### config.mk
export PLATFORM = sky130hd
export DESIGN_NAME = overlay_hard_light_blend
export DESIGN_NICKNAME = d
export VERILOG_FILES = /design/src/hw/rtl/ohlb_pkg.sv /design/src/hw/rtl/overlay_hard_light_blend.sv
export SDC_FILE = /design/constraint.sdc
export NUM_CORES = 2
export LEC_CHECK = 0
export BUFFER_PORTS_ARGS = -buffer_cell sky130_fd_sc_hd__buf_2
export CORE_AREA = 2 2 307 309
export DETAILED_ROUTE_END_ITERATION = 7
export DIE_AREA = 0 0 309 311
export PLACE_DENSITY = 0.88
export SLEW_MARGIN = 10
export SYNTH_ARGS = -nofsm -noshare
export SYNTH_HDL_FRONTEND = slang
export SYNTH_SLANG_ARGS = --single-unit
### constraint.sdc
create_clock -name aclk -period 28.8 [get_ports aclk]
set_input_delay 0 -clock aclk [delete_from_list [all_inputs] [get_ports aclk]]
set_output_delay 0 -clock aclk [all_outputs]
set_load 0.02 [all_outputs]
### src/hw/rtl/ohlb_pkg.sv
// ----------------------------------------------------------------------------
// ohlb_pkg
// Widths, constants and types for the overlay / hard-light blend pipeline.
// ----------------------------------------------------------------------------
package ohlb_pkg;

    localparam int CHAN_W  = 8;
    localparam int NUM_CH  = 3;
    localparam int IN_W    = 56;   // 7 channels, 7 bytes
    localparam int OUT_W   = 24;   // 3 channels, 3 bytes

    localparam int X_W     = 16;   // product term, 0..65025
    localparam int SA_W    = 16;   // s*(255-a)
    localparam int N_W     = 24;   // mix sum, up to 255*65025
    localparam int M_W     = 25;   // 2*N + 65025
    localparam int REC_W   = 18;
    localparam int PROD_W  = M_W + REC_W;
    localparam int QD_W    = 25;   // q*130050

    localparam logic [16:0]      FULL_SQ     = 17'd65025;
    localparam logic [16:0]      DIVISOR     = 17'd130050;
    // floor(2^34 / 130050); quotient estimate is exact or one low
    localparam logic [REC_W-1:0] RECIP       = 18'd132102;
    localparam int               RECIP_SHIFT = 34;

    typedef logic [CHAN_W-1:0] chan_t;
    typedef chan_t             pix_t [NUM_CH];
    typedef logic [X_W-1:0]    x_t   [NUM_CH];
    typedef logic [SA_W-1:0]   sa_t  [NUM_CH];
    typedef logic [N_W-1:0]    n_t   [NUM_CH];
    typedef logic [M_W-1:0]    m_t   [NUM_CH];

endpackage

### src/hw/rtl/overlay_hard_light_blend.sv
// ----------------------------------------------------------------------------
// overlay_hard_light_blend
// Overlay / hard-light blend of one overlay pixel onto one screen pixel,
// weighted by overlay alpha, rounded half up.
// ----------------------------------------------------------------------------
//  Channel   Dir   tdata fields (low bit up)
//  s_axis    in    screen_b, screen_g, screen_r, overlay_b, overlay_g,
//                  overlay_r, overlay_alpha (8 bits each)
//  m_axis    out   out_b, out_g, out_r (8 bits each)
//  cfg       in    hard_light_mode (cfg_wdata)
//
//  One pixel per clock while m_tready does not stall the pipe.
//  Stages: product terms, alpha mix, reciprocal multiply, remainder fixup.
//  Reset (synchronous, aresetn low) clears all valid bits and the mode.
//  A stall on m_tready freezes the whole pipe; s_tready follows it.
// ----------------------------------------------------------------------------
module overlay_hard_light_blend (
    input  logic                         aclk,
    input  logic                         aresetn,
    input  logic                         cfg_we,
    input  logic                         cfg_wdata,
    input  logic                         s_tvalid,
    output logic                         s_tready,
    // screen_b, screen_g, screen_r, overlay_b, overlay_g, overlay_r, overlay_alpha
    input  logic [ohlb_pkg::IN_W-1:0]    s_tdata,
    output logic                         m_tvalid,
    input  logic                         m_tready,
    // out_b, out_g, out_r
    output logic [ohlb_pkg::OUT_W-1:0]   m_tdata
);

    logic mode_reg;
    logic v1_reg, v2_reg, v3_reg, v4_reg;
    logic adv;

    ohlb_pkg::pix_t s_in, o_in;
    ohlb_pkg::chan_t a_in;

    ohlb_pkg::x_t    x_next,  x_reg;
    ohlb_pkg::sa_t   sa_next, sa_reg;
    ohlb_pkg::chan_t a1_reg;
    ohlb_pkg::n_t    n_next,  n_reg;
    ohlb_pkg::m_t    m_next,  m_reg;
    ohlb_pkg::pix_t  q_next,  q_reg;
    ohlb_pkg::pix_t  out_next, out_reg;

    assign adv      = !v4_reg || m_tready;
    assign s_tready = adv;
    assign m_tvalid = v4_reg;

    always_comb begin
        for (int c = 0; c < ohlb_pkg::NUM_CH; c++) begin
            s_in[c] = s_tdata[c*ohlb_pkg::CHAN_W +: ohlb_pkg::CHAN_W];
            o_in[c] = s_tdata[(c+3)*ohlb_pkg::CHAN_W +: ohlb_pkg::CHAN_W];
            m_tdata[c*ohlb_pkg::CHAN_W +: ohlb_pkg::CHAN_W] = out_reg[c];
        end
        a_in = s_tdata[6*ohlb_pkg::CHAN_W +: ohlb_pkg::CHAN_W];
    end

    // stage 1: product term and screen weight
    always_comb begin
        logic [15:0]     so, cc;
        logic            hi;
        ohlb_pkg::chan_t sc, oc, ac;
        ac = ~a_in;
        for (int c = 0; c < ohlb_pkg::NUM_CH; c++) begin
            sc = ~s_in[c];
            oc = ~o_in[c];
            so = 16'(s_in[c] * o_in[c]);
            cc = 16'(sc * oc);
            hi = mode_reg ? o_in[c][7] : s_in[c][7];
            if (!hi) begin
                x_next[c] = 16'({so, 1'b0});
            end else begin
                x_next[c] = 16'(ohlb_pkg::FULL_SQ - {cc, 1'b0});
            end
            sa_next[c] = 16'(s_in[c] * ac);
        end
    end

    // stage 2: N = X*a + 255*s*(255-a)
    always_comb begin
        for (int c = 0; c < ohlb_pkg::NUM_CH; c++) begin
            n_next[c] = 24'(x_reg[c] * a1_reg) + {sa_reg[c], 8'd0} - {8'd0, sa_reg[c]};
        end
    end

    // stage 3: quotient estimate by reciprocal
    always_comb begin
        logic [ohlb_pkg::M_W-1:0]    mm;
        logic [ohlb_pkg::PROD_W-1:0] p;
        for (int c = 0; c < ohlb_pkg::NUM_CH; c++) begin
            mm        = {n_reg[c], 1'b0} + 25'(ohlb_pkg::FULL_SQ);
            p         = mm * ohlb_pkg::RECIP;
            m_next[c] = mm;
            q_next[c] = p[ohlb_pkg::RECIP_SHIFT +: ohlb_pkg::CHAN_W];
        end
    end

    // stage 4: remainder check, one-step correction, clamp
    always_comb begin
        logic [ohlb_pkg::QD_W-1:0] qd, rem;
        for (int c = 0; c < ohlb_pkg::NUM_CH; c++) begin
            qd  = 25'(q_reg[c] * ohlb_pkg::DIVISOR);
            rem = m_reg[c] - qd;
            if (rem >= 25'(ohlb_pkg::DIVISOR) && q_reg[c] != 8'hFF) begin
                out_next[c] = q_reg[c] + 8'd1;
            end else begin
                out_next[c] = q_reg[c];
            end
        end
    end

    always_ff @(posedge aclk) begin
        if (!aresetn) begin
            mode_reg <= 1'b0;
            v1_reg   <= 1'b0;
            v2_reg   <= 1'b0;
            v3_reg   <= 1'b0;
            v4_reg   <= 1'b0;
        end else begin
            if (cfg_we) begin
                mode_reg <= cfg_wdata;
            end
            if (adv) begin
                v1_reg <= s_tvalid;
                v2_reg <= v1_reg;
                v3_reg <= v2_reg;
                v4_reg <= v3_reg;
            end
        end
    end

    always_ff @(posedge aclk) begin
        if (adv) begin
            x_reg   <= x_next;
            sa_reg  <= sa_next;
            a1_reg  <= a_in;
            n_reg   <= n_next;
            m_reg   <= m_next;
            q_reg   <= q_next;
            out_reg <= out_next;
        end
    end

endmodule
==> impl_metrics.py <==
metrics = {
    "status": {
        "status": "complete, no violations",
    },
    "die": {
        "pin_count": 88,
        "dieArea_sq_um": 96100,
        "core_area_sq_um": 92800,
        "die_y_um": 311,
        "initial_core_util_pct": 64.7,
        "row_count": 112,
        "die_w_um": 309,
    },
    "synth": {
        "netlist.area_leader.share_pct": 26.7,
        "ys_warn_count": 0,
        "ys_seq_area_share_pct": 15.0,
        "ys_types": 96,
        "synth_area_leader_cell": "fa_1",
        "synth-main-ff-cell": "edfxtp_1",
        "syn_inst": 6250,
        "synthTopCellsByArea": "fa_1 (27%), ha_1 (23%), edfxtp_1 (15%)",
        "synth-edff-count": 296,
        "netlist_area_sq_um": 60000,
        "async_flop_share_pct": 0,
        "syn_area_per_cell_sq_um": 9.60,
        "synth-seq-cells": 301,
        "synth_nets": 8211,
    },
    "timing": {
        "fin_crit_sh_pct": 23.8,
        "period_minus_slack_ps": 6850,
        "report.final.slew_viol_count": 0,
        "finClkSkew_ps": 16.1,
        "max_slew_margin_pct": 29.2,
        "clock.fmax_mhz": 146,
        "setup_violations": 0,
        "rsz0062_at_grt": "no",
        "setup_tns_ps": 0,
        "final_hold_viol_count": 0,
        "tightest_slew_ps": 1060,
    },
    "route": {
        "ant_nets": 0,
        "firstDrtPassIters": 6,
        "via_per_inst": 5.81,
        "drt-wirelength-per-cell_um": 17.7,
        "routed_wl_um": 133000,
        "drc": 0,
        "first_iter_violations": 2674,
        "vias": 43800,
    },
    "global_route": {
        "antenna_found_initial": 0,
        "overflow": 0,
        "grt_pass1_vias": 47700,
        "grtUsageTotal_pct": 28.7,
        "grt_max_degree": 153,
        "grt_pass1_wl_um": 226000,
    },
    "setup_path": {
        "worst_path_most_repeated_cell": "inv_1",
        "end_kind": "flip-flop",
        "slowest_stage": "or4_1",
        "path_class": "reg2reg",
        "cp.required_ps": 29110,
        "max_stage_delay_ps": 690,
        "crit_fanout": 7,
        "cp-start-kind": "flip-flop",
        "worstPathArrival_ps": 7150,
    },
    "finish": {
        "fin_util_pct": 67.8,
        "drive_above_1_share_pct": 4.78,
        "syn_to_final_growth_pct": 4.80,
        "layout.nets": 8212,
    },
    "clocking": {
        "clock_sinks": 301,
        "cts_buffers": 36,
        "clk_latency_ps": 570,
        "post_cts_buffers": 0,
        "cts_buffer_depth": 3,
        "ctsResizeCount": 0,
        "cts.clk_slew.worst_paths_ps": 60,
        "root_buffer": "clkbuf_16",
        "cts_htree_levels": 2,
        "cts_tree": "yes",
        "holdBufCountCts": 12,
    },
    "hold_path": {
        "hp-class": "in2reg",
    },
    "place": {
        "place_hpwl_um": 105000,
        "io_buffers": 87,
        "gp_congestion": 0.924,
    },
    "flow_run": {
        "maxCapViolations": 0,
    },
}
through the flow:
step / cell area [sq um] / setup WS (ps) / cells / hold WS, ps
after floorplan: 60000 / 18790 / 6250 / 98.9
after global placement: 61600 / 22120 / 7455 / 261
after detailed placement: 61600 / 21980 / 7455 / 277
after CTS: 62900 / 21950 / 7530 / 7.59
after global routing: 62900 / 21470 / 7530 / 63.5
final: 62900 / 21950 / 7531 / 28.3
cells in the mapped netlist, drive strengths merged (6+ instances only):
cell type     n
inv        1180
ha         1098
fa          801
nand2       490
edfxtp      296
nor2        288
xnor2       264
and2        255
a21oi       209
nor2b       151
o21ai       146
clkbuf      140
nand2b      107
or2         104
xor2        103
a21o         78
nor3         63
nand3        60
nand4        35
o21a         31
o21bai       29
a21boi       24
or3          24
a31oi        20
o31ai        19
mux2i        18
and3         16
o211ai       15
a211oi       11
buf          11
o2111ai      11
a2111oi      10
nor4          9
nor4b         9
a211o         8
nor3b         8
o41ai         8
a31o          7
a41o          6
nand4b        6
o221ai        6
or4           6
placed cells by master (no fill, tap or decap), types with 78 or more instances in the layout:
cell      synthesis  layout
a21o_1           78      78
buf_2             5      87
nand2b_1        107     106
xnor2_1         264     264
nor2_1          287     287
nor2b_1         151     151
inv_1          1180    1180
o21ai_0         139     139
nand2_1         488     488
xor2_1          103     103
edfxtp_1        296     296
or2_2           103     103
a21oi_1         205     205
fa_1            801     801
ha_1           1098    1098
and2_1          255     255
critical path, delay by kind of cell (launching register included):
family / cells / cell delay, ps
compound gates: 8 / 1420
xor+xnor: 2 / 290
fa+ha+maj: 6 / 2540
buf+inv: 5 / 400
flops: 1 / 450
mux: 1 / 330
simple gates: 6 / 1180
worst paths after layout:
kind	from	to	slack (ps)	depth (start not counted)
setup / recovery	q_reg[10]$_DFFE_PP_	m_tdata[12]$_DFFE_PP_	21950	28
hold / removal	s_tdata[24]	x_reg[33]$_DFFE_PP_	30	3
setup reg to reg	q_reg[10]$_DFFE_PP_	m_tdata[12]$_DFFE_PP_	21950	28
hold reg to reg	v3_reg$_SDFFE_PN0P_	m_tvalid$_SDFFE_PN0P_	470	2
routing by layer:
layer / vias to the layer above / global-route usage [%] / wire, um
met5: - / 0 / 0
met2: 1476 / 50.9 / 67300
met4: 0 / 11.1 / 5040
met1: 21700 / 35.3 / 52700
li1: 20200 / - / -
met3: 390 / 3.79 / 8210
layout make-up:
| cell class | instances | area (sq um) |
|---|---|---|
| antenna | 1 | 2.50 |
| clock buffer | 38 | 930 |
| clock inverter | 25 | 279 |
| fill | 6615 | 29900 |
| inverter | 1182 | 4440 |
| multi-input combinational | 4616 | 46000 |
| sequential | 301 | 8990 |
| tap | 1254 | 1570 |
| timing repair buffer | 114 | 681 |
logic make-up after synthesis:
group	count (synthesis)	share of synthesized area, %
XOR/XNOR	368	5.39
adder cells (fa/ha/maj)	1899	49.6
buffers and inverters	1333	8.38
AO/OA/AOI/OAI	679	7.36
flip-flops	301	15.0
multiplexers	22	0.375
AND/OR/NAND/NOR	1648	13.9
Power is left out: the tool's default activity adds up to more than one toggle a clock period on the data nets, which glitch-free logic cannot reach.
